File: config.mk
export PLATFORM = sky130hd
export DESIGN_NAME = http_header_name_classifier_unit
export DESIGN_NICKNAME = d
export VERILOG_FILES = /design/src/hdl/hhnc_pkg.sv /design/src/hdl/hhnc_match.sv /design/src/hdl/http_header_name_classifier_unit.sv
export VERILOG_INCLUDE_DIRS = /design/src /design/src/hdl
export SDC_FILE = /design/constraint.sdc
export NUM_CORES = 1
export LEC_CHECK = 0
export BUFFER_PORTS_ARGS = -buffer_cell sky130_fd_sc_hd__clkbuf_2
export CORE_UTILIZATION = 44
export DETAILED_ROUTE_END_ITERATION = 6
export PLACE_DENSITY = 0.6
export SETUP_SLACK_MARGIN = 0.05
export SYNTH_ARGS = -nofsm -noshare
export SYNTH_HDL_FRONTEND = slang
export SYNTH_SLANG_ARGS = --single-unit
File: constraint.sdc
create_clock -name clk -period 6.65 [get_ports clk]
set_input_delay 0.9975 -clock clk [delete_from_list [all_inputs] [get_ports clk]]
set_output_delay 0.9975 -clock clk [all_outputs]
set_load 0.05 [all_outputs]
File: src/hdl/http_header_name_classifier_unit_macros.svh
// Assertion macros for the HTTP header name classifier.
// Included by the RTL files that carry concurrent assertions; no other dependencies.
`ifndef HTTP_HEADER_NAME_CLASSIFIER_UNIT_MACROS_SVH
`define HTTP_HEADER_NAME_CLASSIFIER_UNIT_MACROS_SVH

`ifndef ASSERT_OFF
// Check prop on every rising edge of clk, ignored while rst_n is low.
`define HHNC_ASSERT(label, prop) \
  label: assert property (@(posedge clk) disable iff (!rst_n) prop) \
    else $error("assertion failed");
// Check prop on every rising edge of clk, reset included.
`define HHNC_ASSERT_ALWAYS(label, prop) \
  label: assert property (@(posedge clk) prop) else $error("assertion failed");
`else
`define HHNC_ASSERT(label, prop)
`define HHNC_ASSERT_ALWAYS(label, prop)
`endif

`endif

File: src/hdl/hhnc_pkg.sv
// Shared types, name table and helpers for the HTTP header name classifier.
// No dependencies; used by hhnc_match and http_header_name_classifier_unit.
package hhnc_pkg;

  localparam int NUM_NAMES  = 25;
  localparam int NAME_BYTES = 32;

  typedef logic [NUM_NAMES-1:0] mask_t;
  typedef logic [4:0]           code_t;
  typedef logic [4:0]           pos_t;
  typedef logic [7:0]           byte_t;
  typedef logic [NAME_BYTES-1:0][7:0] name_chars_t;

  localparam code_t UNKNOWN_CODE = 5'd25;
  localparam pos_t  POS_MAX      = 5'd31;
  localparam mask_t ALL_NAMES    = {NUM_NAMES{1'b1}};

  // Names are right-aligned: character k of a name of length L sits in byte L-1-k.
  localparam name_chars_t NAME_TABLE [NUM_NAMES] = '{
    "cache-control", "expires", "last-modified", "etag", "connection",
    "keep-alive", "accept", "accept-charset", "accept-encoding",
    "accept-language", "cookie", "set-cookie", "content-length",
    "content-type", "content-encoding", "content-language",
    "content-location", "host", "user-agent", "allow", "server",
    "transfer-encoding", "te", "trailer", "date"
  };

  localparam pos_t NAME_LEN [NUM_NAMES] = '{
    5'd13, 5'd7, 5'd13, 5'd4, 5'd10, 5'd10, 5'd6, 5'd14, 5'd15,
    5'd15, 5'd6, 5'd10, 5'd14, 5'd12, 5'd16, 5'd16,
    5'd16, 5'd4, 5'd10, 5'd5, 5'd6, 5'd17, 5'd2, 5'd7, 5'd4
  };

  // Compare result for one byte: surviving candidates and whole-name hits.
  typedef struct packed {
    mask_t cand;
    mask_t hit;
  } match_t;

  // Map upper case ASCII letters to lower case, pass everything else.
  function automatic byte_t fold_case(input byte_t c);
    byte_t r;
    r = c;
    if (c >= 8'h41 && c <= 8'h5A) begin
      r = c + 8'h20;
    end
    return r;
  endfunction

endpackage

File: src/hdl/hhnc_match.sv
// Parallel per-name byte compare of the HTTP header name classifier.
// Depends on hhnc_pkg for the name table, lengths and the match_t struct.
module hhnc_match (
  input  hhnc_pkg::byte_t  name_byte,
  input  hhnc_pkg::pos_t   pos,
  input  hhnc_pkg::mask_t  cand,
  output hhnc_pkg::match_t res
);

  hhnc_pkg::byte_t folded;
  hhnc_pkg::mask_t keep;
  hhnc_pkg::mask_t last_pos;

  assign folded = hhnc_pkg::fold_case(name_byte);

  for (genvar i = 0; i < hhnc_pkg::NUM_NAMES; i++) begin : g_name
    localparam hhnc_pkg::pos_t LAST_IDX = hhnc_pkg::NAME_LEN[i] - 5'd1;
    localparam hhnc_pkg::name_chars_t CHARS = hhnc_pkg::NAME_TABLE[i];
    hhnc_pkg::pos_t slot;

    // Wraps past the name's end; the range check masks that case.
    assign slot        = LAST_IDX - pos;
    assign keep[i]     = (pos < hhnc_pkg::NAME_LEN[i]) && (CHARS[slot] == folded);
    assign last_pos[i] = (pos == LAST_IDX);
  end

  assign res.cand = cand & keep;
  assign res.hit  = cand & keep & last_pos;

endmodule

File: src/hdl/http_header_name_classifier_unit.sv
// Top level of the HTTP header name classifier: input register, state, result register.
// Depends on hhnc_pkg, hhnc_match and http_header_name_classifier_unit_macros.svh.
//
// Usage:
//   The in_ channel carries one byte of a header field name per transaction,
//   in_tlast marks the final byte of the name and in_tuser starts a new
//   message (all seen flags cleared before that byte is used).
//   One out_ transaction follows each name: header code 0..24 in table order
//   or 25 for an unknown name, the already-seen flag on out_tuser, and the
//   seen flags after the name.
//   The last byte is taken into the input register and the result register
//   loads from it, unless a previous result is still held by the receiver.
//   Throughput: one byte per cycle while no last byte waits on a held result,
//   set by the combinational compare of a byte against all 25 names.
//   A non-last byte never waits on the output side; a last byte waits in the
//   input register only while a previous result is held by the receiver, and
//   in_tready drops only then. Held results keep their values until taken.
//   Reset (rst_n low, synchronous) empties both registers, clears the seen
//   flags and restarts name matching at the first byte.
`include "http_header_name_classifier_unit_macros.svh"

module http_header_name_classifier_unit (
  input  logic        clk,
  input  logic        rst_n,
  // Input channel
  input  logic        in_tvalid,
  output logic        in_tready,
  input  logic [7:0]  in_tdata,   // [7:0] name_byte
  input  logic        in_tlast,   // is_last
  input  logic        in_tuser,   // clear_seen
  // Result channel
  output logic        out_tvalid,
  input  logic        out_tready,
  output logic [31:0] out_tdata,  // [4:0] header_code, [29:5] seen_flags, [31:30] zero
  output logic        out_tuser   // already_seen
);

  // Input register
  logic            s1_valid_r, s1_valid_nxt;
  hhnc_pkg::byte_t s1_byte_r;
  logic            s1_last_r;
  logic            s1_clear_r;

  // Matching state
  hhnc_pkg::mask_t cand_r, cand_nxt;
  hhnc_pkg::pos_t  pos_r, pos_nxt;
  hhnc_pkg::mask_t seen_r, seen_nxt;

  // Result register
  logic            out_valid_r, out_valid_nxt;
  hhnc_pkg::code_t out_code_r;
  logic            out_before_r;
  hhnc_pkg::mask_t out_flags_r;

  logic             in_fire;
  logic             s1_go;
  hhnc_pkg::match_t m;
  hhnc_pkg::mask_t  seen_base;
  hhnc_pkg::mask_t  seen_upd;
  hhnc_pkg::code_t  hit_code;
  logic             seen_before;

  // Advance the input register when its byte needs no output slot or one is free.
  assign s1_go     = s1_valid_r && (!s1_last_r || !out_valid_r || out_tready);
  assign in_tready = !s1_valid_r || s1_go;
  assign in_fire   = in_tvalid && in_tready;

  hhnc_match u_match (
    .name_byte (s1_byte_r),
    .pos       (pos_r),
    .cand      (cand_r),
    .res       (m)
  );

  // Names are distinct, so at most one whole-name hit: encode by OR-ing codes.
  always_comb begin
    hit_code = '0;
    for (int i = 0; i < hhnc_pkg::NUM_NAMES; i++) begin
      if (m.hit[i]) begin
        hit_code = hit_code | hhnc_pkg::code_t'(i);
      end
    end
    if (m.hit == '0) begin
      hit_code = hhnc_pkg::UNKNOWN_CODE;
    end
  end

  // Clear flags first on a new message, then record this name's hit.
  assign seen_base   = s1_clear_r ? '0 : seen_r;
  assign seen_before = |(m.hit & seen_base);
  assign seen_upd    = seen_base | (s1_last_r ? m.hit : '0);

  always_comb begin
    s1_valid_nxt  = s1_valid_r;
    cand_nxt      = cand_r;
    pos_nxt       = pos_r;
    seen_nxt      = seen_r;
    out_valid_nxt = out_valid_r;

    if (out_tready) begin
      out_valid_nxt = 1'b0;
    end
    if (s1_go) begin
      s1_valid_nxt = 1'b0;
      seen_nxt     = seen_upd;
      if (s1_last_r) begin
        // Rearm matching for the next name and emit the result.
        cand_nxt      = hhnc_pkg::ALL_NAMES;
        pos_nxt       = '0;
        out_valid_nxt = 1'b1;
      end else begin
        cand_nxt = m.cand;
        pos_nxt  = (pos_r == hhnc_pkg::POS_MAX) ? pos_r : pos_r + 5'd1;
      end
    end
    if (in_fire) begin
      s1_valid_nxt = 1'b1;
    end
  end

  always_ff @(posedge clk) begin
    if (!rst_n) begin
      s1_valid_r  <= 1'b0;
      cand_r      <= hhnc_pkg::ALL_NAMES;
      pos_r       <= '0;
      seen_r      <= '0;
      out_valid_r <= 1'b0;
    end else begin
      s1_valid_r  <= s1_valid_nxt;
      cand_r      <= cand_nxt;
      pos_r       <= pos_nxt;
      seen_r      <= seen_nxt;
      out_valid_r <= out_valid_nxt;
    end
  end

  // Payload registers: input ones load on an input transaction, result ones when a last byte advances; hold otherwise.
  always_ff @(posedge clk) begin
    if (in_fire) begin
      s1_byte_r  <= in_tdata;
      s1_last_r  <= in_tlast;
      s1_clear_r <= in_tuser;
    end
    if (s1_go && s1_last_r) begin
      out_code_r   <= hit_code;
      out_before_r <= seen_before;
      out_flags_r  <= seen_upd;
    end
  end

  assign out_tvalid = out_valid_r;
  assign out_tdata  = {2'b00, out_flags_r, out_code_r};
  assign out_tuser  = out_before_r;

  `HHNC_ASSERT(a_hit_onehot0, s1_valid_r |-> $onehot0(m.hit))
  `HHNC_ASSERT(a_code_range, out_valid_r |-> (out_code_r <= hhnc_pkg::UNKNOWN_CODE))
  `HHNC_ASSERT(a_hit_flag_set,
    (out_valid_r && out_code_r != hhnc_pkg::UNKNOWN_CODE) |-> out_flags_r[out_code_r])
  `HHNC_ASSERT(a_unknown_not_seen,
    (out_valid_r && out_code_r == hhnc_pkg::UNKNOWN_CODE) |-> !out_before_r)
  `HHNC_ASSERT(a_rearm_after_last,
    (s1_go && s1_last_r) |=> (pos_r == '0 && cand_r == hhnc_pkg::ALL_NAMES))

endmodule

---- Word level (Yosys, flattened, before mapping) ----
Memory sizes are Yosys's and may differ from the RTL's.
Index checks and enable logic that the tools add are counted.
word-level totals
  register bits after elaboration ......... 98
  memory bits (read-only) ................. 6400
  input bits .............................. 14
  memories kept ........................... 25
operators by class
  add/subtract/negate cells ............... 14
  $lt $le $gt $ge ......................... 26
  equal/unequal tests ..................... 39
  multiplexer cells ....................... 61
  bitwise operators ....................... 4
  reduce and logical (&&, ||, !) cells .... 41
memories
  memory            words  bits a word  read ports  clocked after Yosys merged registers in  write ports  line              source
  (no name shown)   32     8            1           0                                        0            hhnc_match.sv:23  assign keep[i] = (pos < hhnc_pkg::NAME_LEN[i]) && (CHARS[slot] == folded);
  (no name shown)   32     8            1           0                                        0            hhnc_match.sv:23
  (no name shown)   32     8            1           0                                        0            hhnc_match.sv:23
  (no name shown)   32     8            1           0                                        0            hhnc_match.sv:23
  (no name shown)   32     8            1           0                                        0            hhnc_match.sv:23
  (no name shown)   32     8            1           0                                        0            hhnc_match.sv:23
  19 more memories  -      -            -           -                                        -            -
operator list
  kind                   count
  $mux W8                26
  $eq A8 B8 Y1           25
  $mux W25               4
  $and A25 B25 Y25       3
  $lt A5 B6 Y1 const B   12
  $mux W5                11
  $mux W4                8
  $eq A5 B4 Y1 const B   6
  $sub A4 B5 Y5 const A  6
  $logic_and A1 B1 Y1    29
  $logic_not A25 Y1      1
  $lt A5 B4 Y1 const B   5
  $or A25 B25 Y25        1
  $reduce_or A25 Y1      1
  $lt A5 B3 Y1 const B   4
  $eq A5 B3 Y1 const B   3
  $sub A3 B5 Y5 const A  3
  $mux W3                4
  $eq A5 B5 Y1 const B   2
  $lt A5 B5 Y1 const B   2
  $reduce_or A10 Y1      1
  $add A8 B6 Y8 const B  1
  $ge A8 B7 Y1 const B   1
  $le A8 B7 Y1 const B   1
  other kinds (15)       25

---- Depth between registers and ports, before layout ----
Gate-level depths: netlist of run 1.
  depth in word-level cells ............... 30
  depth in mapped cells ................... 19
  gate-level depth less buffers ........... 14

---- Hierarchy ----
Synthesis of run 1 repeated with hierarchy kept, for this count alone.
second synthesis, totals
  cells, all modules ...................... 1383
  area total of the unflattened synthesis .. 9892.0 µm²
by module, submodules not included
  module                            times used  cells an instance  area each (µm²)  seq. area each (µm²)
  hhnc_match                        1           960                5889.4           0.0
  http_header_name_classifier_unit  1           423                4002.6           2372.3

---- Worst setup path after synthesis of run 1 ----
No wires, ideal clock.
  path kind ............................... register -> register
  start ................................... register pos_r[0]
  end ..................................... register out_code_r[0] (data pin)
  library setup time ...................... 150 ps
  data arrival time ....................... 4552 ps
  data required time ...................... 6500 ps
  slack ................................... 1948 ps
  stages on the path, launching flop included .. 19
  buffers on the path ..................... 4
  cell sequence ........................... dfxtp_1 inv_1 clkbuf_1 ha_1 clkbuf_1 buf_2 clkinv_1 ha_1 buf_2 nand2b_1 a211oi_1 nor3_2 xnor2_1 a32o_1 a22oi_1 nor4_1 or4b_1 or4_4 o211ai_2
on the way
  longest elaborated chain between the ends .. 30
  elaborated cells between the ends (all ways) .. 162
  classes of those cells .................. 12 x add/sub; 12 x order compare; 37 x eq/ne; 48 x mux; 2 x bitwise; 26 x reduce/logical; 25 x memory
RTL lines
  what                           line                                     source
  start: declaration             http_header_name_classifier_unit.sv:46   hhnc_pkg::pos_t pos_r, pos_nxt;
  start signal: assignment       http_header_name_classifier_unit.sv:131  pos_r <= pos_nxt;
  $sub A3 B5 Y5                  hhnc_match.sv:22                         assign slot = LAST_IDX - pos;
  $mem_v2 Z32 W8                 -
  $mux W8 (not written as such)  hhnc_match.sv:23
  $eq A8 B8 Y1                   hhnc_match.sv:23
  $logic_and A1 B1 Y1            hhnc_match.sv:23
  $and A25 B25 Y25               hhnc_match.sv:28                         assign res.hit = cand & keep & last_pos;
  $and A25 B25 Y25 *             hhnc_match.sv:28
  $mux W1                        http_header_name_classifier_unit.sv:79   if (m.hit[i]) begin
  $mux W2 (2 in series)          http_header_name_classifier_unit.sv:79
  $mux W3 (4 in series)          http_header_name_classifier_unit.sv:79
  $mux W4 (8 in series)          http_header_name_classifier_unit.sv:79
  $mux W5 (8 in series)          http_header_name_classifier_unit.sv:79
  end signal: assignment         http_header_name_classifier_unit.sv:145  out_code_r <= hit_code;
  end: declaration               http_header_name_classifier_unit.sv:51   hhnc_pkg::code_t out_code_r;
Mark *: on every way between the ends. The rest lies on a longest branch, timed or not. The select of a mux whose other input is x is not followed.
A chain may end at the register's enable or synchronous reset.

---- Worst setup path after layout of run 1 ----
  start ................................... register pos_r[1]
  end ..................................... register out_before_r (netlist: out_tuser) (data pin)
on the way
  longest elaborated chain between the ends .. 9
  elaborated cells between the ends (all ways) .. 140
  classes of those cells .................. 12 x add/sub; 12 x order compare; 37 x eq/ne; 25 x mux; 3 x bitwise; 26 x reduce/logical; 25 x memory
RTL lines
  what                                         line                                     source
  $sub A4 B5 Y5, or another cell as far along  hhnc_match.sv:22
  $mem_v2 Z32 W8                               -
  $mux W8 (not written as such)                hhnc_match.sv:23
  $eq A8 B8 Y1                                 hhnc_match.sv:23
  $logic_and A1 B1 Y1                          hhnc_match.sv:23
  $and A25 B25 Y25                             hhnc_match.sv:28
  $and A25 B25 Y25 *                           hhnc_match.sv:28
  $and A25 B25 Y25 *                           http_header_name_classifier_unit.sv:90   assign seen_before = |(m.hit & seen_base);
  $reduce_or A25 Y1 *                          http_header_name_classifier_unit.sv:90
  named net seen_before                        http_header_name_classifier_unit.sv:61   logic seen_before;
  end signal: assignment                       http_header_name_classifier_unit.sv:146  out_before_r <= seen_before;
  end: declaration                             http_header_name_classifier_unit.sv:52   logic out_before_r;
Mark *: on every way through the listed nets, which the timed path passes. The rest lies on a longest branch. The select of a mux whose other input is x is not followed.

==> results by group, run 1 <==
Status
  • Outcome: completed

Routing
  • Total number of vias: 11.1k
  • Wire length per cell: 26.6 um
  • Final WL: 42300 um
  • DR iter-0 viols: 1379
  • Vias per Instance: 6.97
  • Post-route ant nets: 0
  • First-pass DRT Iterations: 7
  • DRC Markers: 0

Timing
  • Slew Viols, Final: 0
  • Final TNS setup: 0 ns
  • RSZ-0062 raised after global routing: false
  • Worst Max-Slew Pin Slew: 1.13 ns
  • Final Cycle Share: 77.5%
  • Final setup fails: 0
  • Max Fclk: 194 MHz
  • Tmin final: 5.16 ns
  • Final Hold Violating Endpoints: 0
  • Final setup margin: 1.49 ns
  • Relative slew slack: 24.1%
  • Clock Skew: 0.0132 ns

CTS
  • Level count of the clock H-tree: 3
  • Clk sink count: 98
  • CTS tree: yes
  • CTS Buffer Depth: 2
  • Post-CTS Resized: 0
  • Post-CTS Repair Setup Buffers: 0
  • Clock Tree Root: clkbuf_16
  • CTS Buf Count: 9
  • Clock latency on the worst-skew pair: 0.37 ns
  • Hold_buf cts: 0
  • CTS clk-pin slew, worst paths: 0.08 ns

Synthesis
  • Ys Warns: 0
  • Yosys cell types: 99
  • Sequential area share after synthesis: 23.3%
  • Post-synthesis cell count: 1333
  • Post-synth EDFFs: 41
  • #FFs+latches synth: 98
  • FFs w/ async S/R, synth: 0%
  • Top FF cell, synth: dfxtp_1
  • Syn_area_per_cell: 7.63 um^2
  • Post-Syn Area: 10200 um^2

Final layout
  • # diodes: 0
  • Commonest cells after routing, fill and taps aside: 130 x nand2_1, 93 x nor2_1, 73 x xnor2_1, 71 x o21ai_0, 67 x a21oi_1
  • Final nets: 1348
  • Share of cells above drive strength 1: 10.8%
  • Layout area overhead: 6.18%
  • Commonest non-fill, non-tap cell in the layout: nand2_1

Floorplanning
  • Initial core utilization: 44.9%
  • Chip width: 154 um
  • IO Pins: 49
  • Die height: 154 um
  • Row cnt: 55
  • Die area: 23700 um^2
  • Core ar.: 22600 um^2

Placed design
  • HPWL Detailed: 28800 um
  • GPL Wtd Cong: 1.07
  • Port-buffer cells: 46
  • DP Worst Slack: 1.68 ns

Power and ir drop
  • Power per Cell Area: 160 nW/um^2
  • Worst VDD drop: 116 uV
  • Design Power: 1.72 mW
  • Pleak: 3.86 nW

Worst setup path
  • CP endpoint kind: flip-flop
  • Critical Path Start Type: flip-flop
  • Worst-path fanout max: 31
  • Crit path kind: flip-flop to flip-flop
  • CP Cell Sequence: buf_4 > ha_1 > inv_1 > ha_1 > nor2b_1 > o21ai_0 > mux2_4 > a31oi_4 > or4_4 > nor3_1 > nand2_1 > and4_1 > a41oi_1
  • Slowest stage cell, crit path: ha_1
  • Delay of the slowest cell on the worst path: 0.94 ns
  • Critical Path Most Common Cell: ha_1
  • WP data required: 6.86 ns
  • Crit path DAT: 5.36 ns

Global route
  • Global-route wire length before repair: 63000 um
  • Largest net degree at the start of global routing: 64
  • Vias in the first global route: 10.0k
  • Initial antenna violation count: 0
  • GRT Residual Overflow: 0
  • GR Util All Layers: 35.3%

Hold path
  • Hold Crit Class: flip-flop to flip-flop

Run
  • Max-cap check violation count: 0
-- worst max-delay path, delay by kind of cell (launching register included) --
family | cells | cell delay, ns
and+or+nand+nor | 5 | 1.82
adders and majority gates | 2 | 1.45
buffers and inverters | 2 | 0.66
AOI/OAI and AO/OA | 3 | 0.51
DFF | 1 | 0.35
muxes | 1 | 0.19
-- power breakdown --
| group | leakage (nW) | internal [mW] | switching [mW] |
|---|---|---|---|
| registers | 0.844 | 0.651 | 0.0184 |
| clock network | 0.161 | 0.345 | 0.271 |
| logic | 2.86 | 0.145 | 0.291 |
-- area by class of cell --
| type | instances | area (um^2) |
|---|---|---|
| Multi-Input combinational cell | 1082 | 7160 |
| Timing Repair Buffer | 72 | 425 |
| Clock inverter | 6 | 96.3 |
| Sequential cell | 98 | 2380 |
| Clock buffer | 10 | 239 |
| Tap cell | 285 | 357 |
| Inverter | 38 | 143 |
| Fill cell | 2219 | 11800 |
-- per-layer routing --
metal	global-route usage, %	wire length [um]
met2	52.8	17900
met4	17.8	2180
met1	48.2	17500
met5	0	0
met3	6.91	4700
-- per-stage QoR --
step | util (%) | instances | instance area (um^2) | hold slack [ns]
final | 47.7 | 1591 | 10800 | 0.461
after global placement | 46.2 | 1575 | 10500 | 0.444
after global routing | 47.7 | 1591 | 10800 | 0.490
after floorplan | - | 1334 | 10200 | 0.426
after detailed placement | 46.2 | 1575 | 10500 | 0.445
after CTS | 47.7 | 1591 | 10800 | 0.463
-- cells in the mapped netlist (all sizes together), types with 7 or more instances --
master / number / share of area, %
and3: 14 / 0.86
nor2: 93 / 3.4
o21ai: 77 / 3.9
nand2: 132 / 4.9
and2: 15 / 0.92
nor2b: 30 / 1.8
a22oi: 9 / 0.66
or2: 11 / 0.68
mux2i: 21 / 2.1
inv: 35 / 1.3
ha: 33 / 4.1
a21oi: 68 / 3.4
a21o: 9 / 0.66
a31oi: 20 / 1.4
o21a: 11 / 0.81
or3: 13 / 0.85
xnor2: 75 / 6.6
nor4: 21 / 1.4
a21boi: 13 / 0.96
a32oi: 7 / 0.60
buf: 45 / 2.3
nand3: 58 / 2.9
o211ai: 18 / 1.4
xor2: 11 / 1.0
o22ai: 9 / 0.62
a311oi: 7 / 0.60
nor3b: 14 / 1.0
a211oi: 21 / 1.6
nand4: 26 / 1.6
dfxtp: 57 / 11
a221o: 15 / 1.5
a32o: 7 / 0.69
a22o: 16 / 1.4
o211a: 11 / 1.1
clkbuf: 71 / 2.6
nor3: 47 / 2.6
nand2b: 39 / 2.4
a211o: 8 / 0.69
edfxtp: 41 / 12
-- final timing paths --
kind | startpoint | to | slack (ns) | cells after the start
min reg2reg | cand_r[5]$_SDFFE_PN1P_ | cand_r[5]$_SDFFE_PN1P_ | 0.46 | 1
max reg2reg | pos_r[1]$_SDFFE_PN0P_ | out_tuser$_DFFE_PP_ | 1.49 | 13
max | pos_r[1]$_SDFFE_PN0P_ | out_tuser$_DFFE_PP_ | 1.49 | 13
min | cand_r[5]$_SDFFE_PN1P_ | cand_r[5]$_SDFFE_PN1P_ | 0.46 | 1
-- cells by family after synthesis --
group	Yosys count	share of synthesized area, %
xor gates and xnor gates	86	7.63
other	1	0.0369
adders and majority gates	33	4.06
buffers and inverters	154	6.31
and+or+nand+nor	543	27.9
muxes	27	3.03
DFF	98	23.3
AOI/OAI and AO/OA	391	27.7
-- registers in the layout (all words and copies together) (netlist names) --
name,flops
cand_r,25
out_code_r,5
out_flags_r,25
out_tuser,1
out_tvalid,1
pos_r,5
s1_byte_r,8
s1_clear_r,1
s1_last_r,1
s1_valid_r,1
seen_r,25
No activity file was read; power rests on OpenSTA's default activity.
==> run 2, diff against run 1 <==
==> constraint.sdc (replaced) <==
create_clock -name clk -period 4.75 [get_ports clk]
set_input_delay 0.7125 -clock clk [delete_from_list [all_inputs] [get_ports clk]]
set_output_delay 0.7125 -clock clk [all_outputs]
set_load 0.05 [all_outputs]
==> results by group, run 2 (synthesized netlist as in run 1, its figures left out) <==
Global route
  • Largest net degree at the start of global routing: 43 (-33%)
  • GRT Residual Overflow: 0 (unchanged)
  • GR Util All Layers: 35.8% (+0.47 points)
  • Global-route wire length before repair: 63900 um (+1.4%)
  • Initial antenna violation count: 1 (+1)
  • Vias in the first global route: 10.2k (+1.9%)

Routing
  • DR iter-0 viols: 1473 (+6.8%)
  • Final WL: 42200 um (about the same)
  • Total number of vias: 11.1k (+0.027%)
  • DRC Markers: 1 (+1)
  • First-pass DRT Iterations: 7 (unchanged)
  • Vias per Instance: 6.80 (-2.5%)
  • Post-route ant nets: 0 (unchanged)
  • Wire length per cell: 25.9 um (-2.6%)

Worst setup path
  • WP data required: 4.96 ns (-1.90 ns)
  • Critical Path Start Type: flip-flop
  • Worst-path fanout max: 31 (unchanged)
  • Worst reg2reg path endpoint: out_code_r[0]$_SDFFCE_PP1P_
  • Reg2reg path depth: 14 (+1)
  • Crit path kind: flip-flop to flip-flop
  • Reg2reg setup slack: 0.35 ns (-1.14 ns)
  • R2r startpoint: pos_r[1]$_SDFFE_PN0P_
  • Crit path DAT: 4.61 ns (-0.75 ns)
  • CP endpoint kind: flip-flop

Floorplanning
  • Core ar.: 22600 um^2 (unchanged)
  • Die area: 23700 um^2 (unchanged)
  • Chip width: 154 um (unchanged)
  • Initial core utilization: 44.9% (unchanged)
  • Die height: 154 um (unchanged)
  • IO Pins: 49 (unchanged)
  • Row cnt: 55 (unchanged)

CTS
  • Level count of the clock H-tree: 3 (unchanged)
  • Clock Tree Root: clkbuf_16
  • Hold_buf cts: 0 (unchanged)
  • Post-CTS Resized: 0 (unchanged)
  • CTS Buffer Depth: 2 (unchanged)
  • Clock latency on the worst-skew pair: 0.37 ns (about the same)
  • CTS Buf Count: 9 (unchanged)
  • Clk sink count: 98 (unchanged)
  • Post-CTS Repair Setup Buffers: 0 (unchanged)
  • CTS tree: yes
  • CTS clk-pin slew, worst paths: 0.08 ns (about the same)

Timing
  • Hold WS: 0.470 ns (+0.00864 ns)
  • Final Hold Violating Endpoints: 0 (unchanged)
  • Max Fclk: 227 MHz (+17%)
  • Slew Viols, Final: 0 (unchanged)
  • Final setup fails: 0 (unchanged)
  • Final TNS setup: 0 ns (unchanged)
  • RSZ-0062 raised after global routing: false
  • Final Cycle Share: 92.6% (+15 points)
  • Tmin final: 4.40 ns (-0.758 ns)
  • Clock Skew: 0.0166 ns (+0.00342 ns)
  • Worst Max-Slew Pin Slew: 1.19 ns (+0.0627 ns)
  • Relative slew slack: 20.4% (-3.7 points)

Hold path
  • Hold Path End: cand_r[5]$_SDFFE_PN1P_
  • Hold Crit Start: cand_r[5]$_SDFFE_PN1P_
  • Hold Crit Class: flip-flop to flip-flop
  • Hold path depth: 1 (unchanged)

Final layout
  • Final nets: 1389 (+3.0%)
  • Top Registers: cand_r x25, out_flags_r x25, seen_r x25
  • Finished Cell Area: 11100 um^2 (+2.4%)
  • Share of cells above drive strength 1: 13.5% (+2.7 points)
  • Layout area overhead: 8.78%
  • Commonest cells after routing, fill and taps aside: 130 x nand2_1, 93 x nor2_1, 73 x xnor2_1, 71 x o21ai_0
  • Post-Route Utilization: 48.8% (+1.2 points)
  • Final Non-Filler Cells: 1633 (+2.6%)
  • Commonest non-fill, non-tap cell in the layout: nand2_1

Status
  • Outcome: finished with violations
  • Failing checks: design-rule violations

Placed design
  • GPL Wtd Cong: 1.04 (-2.0%)
  • Port-buffer cells: 46 (unchanged)
  • Placed Area: 10800 um^2 (+2.9%)
  • HPWL Detailed: 31000 um (+7.7%)
  • Placed Cells: 1616 (+2.6%)

Power and ir drop
  • Pleak: 4.04 nW (+4.6%)
  • Worst VDD drop: 181 uV (+56%)
  • Power per Cell Area: 211 nW/um^2 (+32%)

Run
  • Max-cap check violation count: 0 (unchanged)
==> run 2: cell types whose count changed in the layout (fill, tap and decap cells not counted), sizes merged <==
cell	before	now
buf	26	67
bufinv	2	0
clkinvlp	1	3
diode	0	1
==> run 2: layout make-up <==
class | instances | area [um^2]
fillers | 2232 | 11600
inverters | 38 | 143
clock inverters | 6 | 50.0
flip-flops and latches | 98 | 2380
multi-input cells | 1082 | 7160
well taps | 285 | 357
clock buffers | 10 | 239
diodes | 1 | 2.50
repair buffers | 113 | 733
==> run 2: power by group <==
part	switching [mW]	internal, mW
sequential	0.0292	0.912
clock	0.389	0.378
combinational	0.415	0.214
total	0.832	1.50
==> run 2: worst max-delay path, stage by stage (launching register included) <==
cell and delay [ns]:
dfxtp_1 0.34, buf_4 0.38, ha_1 0.28, inv_1 0.18, ha_1 0.55, buf_4 0.28, nand2_1 0.10, o211ai_1 0.33
nand2b_1 0.15, o32ai_1 0.07, a21oi_1 0.24, nor3_2 0.13, or4b_1 0.48, or4_4 0.54, o211ai_2 0.18
==> run 2: how the worst max path moves through the flow <==
stage,startpoint,endpoint,slack [ns],cells after the start
floorplan,pos_r[1]$_SDFFE_PN0P_,out_code_r[0]$_SDFFCE_PP1P_,0.21,17
global placement,pos_r[1]$_SDFFE_PN0P_,out_code_r[0]$_SDFFCE_PP1P_,0.59,14
detailed placement,pos_r[1]$_SDFFE_PN0P_,out_code_r[0]$_SDFFCE_PP1P_,0.55,14
CTS,pos_r[1]$_SDFFE_PN0P_,out_code_r[0]$_SDFFCE_PP1P_,0.51,14
global route,pos_r[1]$_SDFFE_PN0P_,out_code_r[0]$_SDFFCE_PP1P_,0.21,14
finish,pos_r[1]$_SDFFE_PN0P_,out_code_r[0]$_SDFFCE_PP1P_,0.35,14
==> run 2: through the flow <==
| step | power [mW] | setup WS [ns] |
|---|---|---|
| after global placement | 1.56 | 0.592 |
| after global routing | 2.41 | 0.213 |
| after detailed placement | 1.56 | 0.552 |
| after CTS | 2.32 | 0.510 |
| final | 2.34 | 0.352 |
| after floorplan | 1.38 | 0.205 |
==> run 2: layer usage <==
metal	vias up	track usage, %	routed length, um
met4	0	17.4	2130
met1	5277	48.5	17500
met5	-	0	0
met2	697	53.2	18000
met3	138	8.26	4630
li1	4985	-	-
==> run 3, diff against run 2 <==
--- a/config.mk
+++ b/config.mk
@@ -6,10 +6,12 @@
 export SDC_FILE = /design/constraint.sdc
 export NUM_CORES = 1
 export LEC_CHECK = 0
+export ABC_AREA = 1
 export BUFFER_PORTS_ARGS = -buffer_cell sky130_fd_sc_hd__clkbuf_2
 export CORE_UTILIZATION = 44
 export DETAILED_ROUTE_END_ITERATION = 6
 export PLACE_DENSITY = 0.6
+export REMOVE_ABC_BUFFERS = 1
 export SETUP_SLACK_MARGIN = 0.05
 export SYNTH_ARGS = -nofsm -noshare
 export SYNTH_HDL_FRONTEND = slang
==> results by group, run 3 <==
CTS
  • Clock Tree Root: clkbuf_16
  • Hold_buf cts: 0 (unchanged)
  • Clock latency on the worst-skew pair: 0.37 ns (about the same)
  • Level count of the clock H-tree: 3 (unchanged)
  • Post-CTS Resized: 0 (unchanged)
  • CTS tree: yes
  • CTS Buf Count: 9 (unchanged)
  • CTS clk-pin slew, worst paths: 0.08 ns (about the same)
  • Clk sink count: 98 (unchanged)
  • CTS Buffer Depth: 2 (unchanged)
  • Post-CTS Repair Setup Buffers: 0 (unchanged)

Timing
  • Final TNS setup: 0 ns (unchanged)
  • Relative slew slack: 26.3% (+5.9 points)
  • Final Hold Violating Endpoints: 0 (unchanged)
  • Slew Viols, Final: 0 (unchanged)
  • Tmin final: 4.21 ns (-0.193 ns)
  • Clock Skew: 0.0133 ns (-0.00330 ns)
  • Max Fclk: 238 MHz (+4.6%)
  • Final Cycle Share: 88.5% (-4.1 points)
  • Final setup fails: 0 (unchanged)
  • RSZ-0062 raised after global routing: false
  • Worst Max-Slew Pin Slew: 1.10 ns (-0.0869 ns)

Power and ir drop
  • Pleak: 6.19 nW (+53%)
  • Power per Cell Area: 212 nW/um^2 (+0.57%)
  • Worst VDD drop: 188 uV (+4.0%)
  • Design Power: 2.43 mW (+3.9%)

Final layout
  • Filler Cell Count: 2663 (+19%)
  • Share of cells above drive strength 1: 9.51% (-4.0 points)
  • Multi-input combinational cell area: 7040 um^2 (-1.7%)
  • Post-Route Utilization: 48.2% (-0.60 points)
  • Finished Cell Area: 11400 um^2 (+3.3%)
  • # diodes: 0 (-1)
  • Layout area overhead: 6.61%
  • Top Registers: cand_r x25, out_flags_r x25, seen_r x25
  • Commonest cells after routing, fill and taps aside: 609 x nand2_1, 255 x nor2_1, 233 x nand3_1, 177 x inv_1, 74 x nand4_1
  • Commonest non-fill, non-tap cell in the layout: nand2_1
  • Final nets: 1913 (+38%)
  • Register area: 2370 um^2 (-0.16%)

Synthesis
  • FFs w/ async S/R, synth: 0% (unchanged)
  • Yosys cell types: 48 (-52%)
  • #FFs+latches synth: 98 (unchanged)
  • Top cells by count, synth: 609 x nand2_1, 255 x nor2_1, 233 x nand3_1
  • Top FF cell, synth: dfxtp_1
  • Sequential area share after synthesis: 22.1% (-1.2 points)
  • Most frequent cell after synthesis: nand2_1
  • Ranking of synthesized cells by area: nand2_1 21%, edfxtp_1 11%, nand3_1 11%
  • Area fraction of the dominant cell type after synthesis: 21.3% (+9.2 points)
  • Post-Syn Area: 10700 um^2 (+5.4%)
  • Post-synth EDFFs: 41 (unchanged)
  • Syn_area_per_cell: 5.76 um^2 (-24%)
  • Area leader, netlist: nand2_1
  • Post-synthesis cell count: 1861 (+40%)
  • Ys Warns: 0 (unchanged)

Floorplanning
  • Initial core utilization: 45.3% (+0.35 points)
  • Die area: 25000 um^2 (+5.3%)
  • Die height: 158 um (+2.6%)
  • IO Pins: 49 (unchanged)
  • Chip width: 158 um (+2.6%)
  • Core ar.: 23700 um^2 (+4.6%)
  • Row cnt: 56 (+1.8%)

Routing
  • Met3 WL: 3940 um (-15%)
  • Wire length per cell: 20.7 um (-20%)
  • DR iter-0 viols: 1501 (+1.9%)
  • Post-route ant nets: 0 (unchanged)
  • Final WL: 45300 um (+7.2%)
  • First-pass DRT Iterations: 5 (-2)
  • DRC Markers: 0 (-1)
  • Met2 Wirelength: 19200 um (+6.6%)
  • DRT met1 WL: 19000 um (+8.5%)
  • Total number of vias: 12.6k (+14%)
  • Vias per Instance: 5.77 (-15%)
  • DR top layer: met4

Hold path
  • Hold path depth: 2 (+1)
  • Hold Crit Class: flip-flop to flip-flop

Placed design
  • Placed Area: 11100 um^2 (+3.3%)
  • Port-buffer cells: 46 (unchanged)
  • HPWL Detailed: 33900 um (+9.4%)
  • GPL Wtd Cong: 1.02 (-2.1%)

Worst setup path
  • WP data required: 4.86 ns (-0.10 ns)
  • Top delay family on crit path: simple AND/OR/NAND/NOR gates
  • Crit path DAT: 4.32 ns (-0.29 ns)
  • Delay of the slowest cell on the worst path: 0.65 ns (+0.10 ns)
  • CP endpoint kind: flip-flop
  • CP Cell Sequence: buf_4 > ha_1 > inv_1 > ha_1 > inv_1 > nor2_1 > nand2_1 > nand2_1 > nand2_1 > nand3_1 > nand2_1 > nand2_1 > nand2_1 > nor2_1 > nand3_1 > nand2_1 > nor2_1 > nand2_1 > nor2_1 > nand2_1 > nand2_1
  • Critical Path Most Common Cell: nand2_1
  • Slowest stage cell, crit path: ha_1
  • Worst-path fanout max: 21 (-32%)
  • WP buf/inv: 3 (unchanged)
  • CP Depth: 21 (+7)
  • Crit path kind: flip-flop to flip-flop
  • Reg2reg path depth: 21 (+7)
  • Critical Path Start Type: flip-flop

Global route
  • Initial antenna violation count: 0 (-1)
  • GRT Residual Overflow: 0 (unchanged)
  • Global-route wire length before repair: 68200 um (+6.8%)
  • GR Util All Layers: 37.1% (+1.4 points)
  • Vias in the first global route: 11.3k (+10%)
  • Largest net degree at the start of global routing: 55 (+28%)

Status
  • Outcome: completed

Run
  • Max-cap check violation count: 0 (unchanged)
run 3: cell count changes in the layout (fill, tap and decap cells not counted), sizes merged, moves of 37 or more:
cell / delta
inv: +154
nand2: +501
nand2b: -39
nand3: +183
nand4: +48
nor2: +174
nor3: -37
xnor2: -73
run 3: power by group:
part,internal [mW],leakage (nW),switching (mW)
registers,0.920,0.830,0.0287
logic,0.189,5.22,0.473
clock network,0.417,0.141,0.399
total,1.53,6.19,0.901
run 3: worst paths after layout:
kind	startpoint	end	slack, ns
setup / recovery	pos_r[0]$_SDFFE_PN0P_	out_code_r[3]$_SDFFCE_PP1P_	0.54
setup reg to reg	pos_r[0]$_SDFFE_PN0P_	out_code_r[3]$_SDFFCE_PP1P_	0.54
hold / removal	cand_r[17]$_SDFFE_PN1P_	cand_r[17]$_SDFFE_PN1P_	0.48
hold reg to reg	cand_r[17]$_SDFFE_PN1P_	cand_r[17]$_SDFFE_PN1P_	0.48
run 3: worst min-delay path: stages (launching register included):
cell and delay [ns]:
dfxtp_1 0.33, a21oi_1 0.06, nand2_1 0.06
run 3: logic make-up (layout without fill, tap and decap cells):
| family | count (synthesis) | after routing | share of synthesized area, % |
|---|---|---|---|
| buffers and inverters | 293 | 302 | 12.3 |
| other | 1 | 2 | 0.0350 |
| adder cells (fa/ha/maj) | 33 | 33 | 3.85 |
| AND/OR/NAND/NOR | 1234 | 1234 | 50.0 |
| AO/OA/AOI/OAI | 179 | 179 | 9.80 |
| XOR/XNOR | 23 | 23 | 1.88 |
| flip-flops | 98 | 98 | 22.1 |
run 3: final cells by class:
cell class	instances	share of cell area [%]
Multi-Input combinational cell	1471	61.6
Sequential cell	98	20.8
Inverter	195	6.52
Timing Repair Buffer	91	4.97
Tap cell	319	3.49
Clock buffer	10	2.00
Clock inverter	6	0.646
run 3: per-stage QoR:
stage | setup slack, ns | hold slack [ns] | cells
detailed placement | 0.744 | 0.451 | 2174
global placement | 0.670 | 0.457 | 2174
finish | 0.545 | 0.477 | 2190
global route | 0.323 | 0.503 | 2190
floorplan | 0.904 | 0.436 | 1764
CTS | 0.714 | 0.472 | 2190
run 3: metal layers:
metal / global-route usage, % / up-vias
li1: - / 6032
met1: 49.1 / 5788
met2: 56.5 / 657
met3: 5.83 / 151
met4: 22.9 / 0
met5: 0 / -
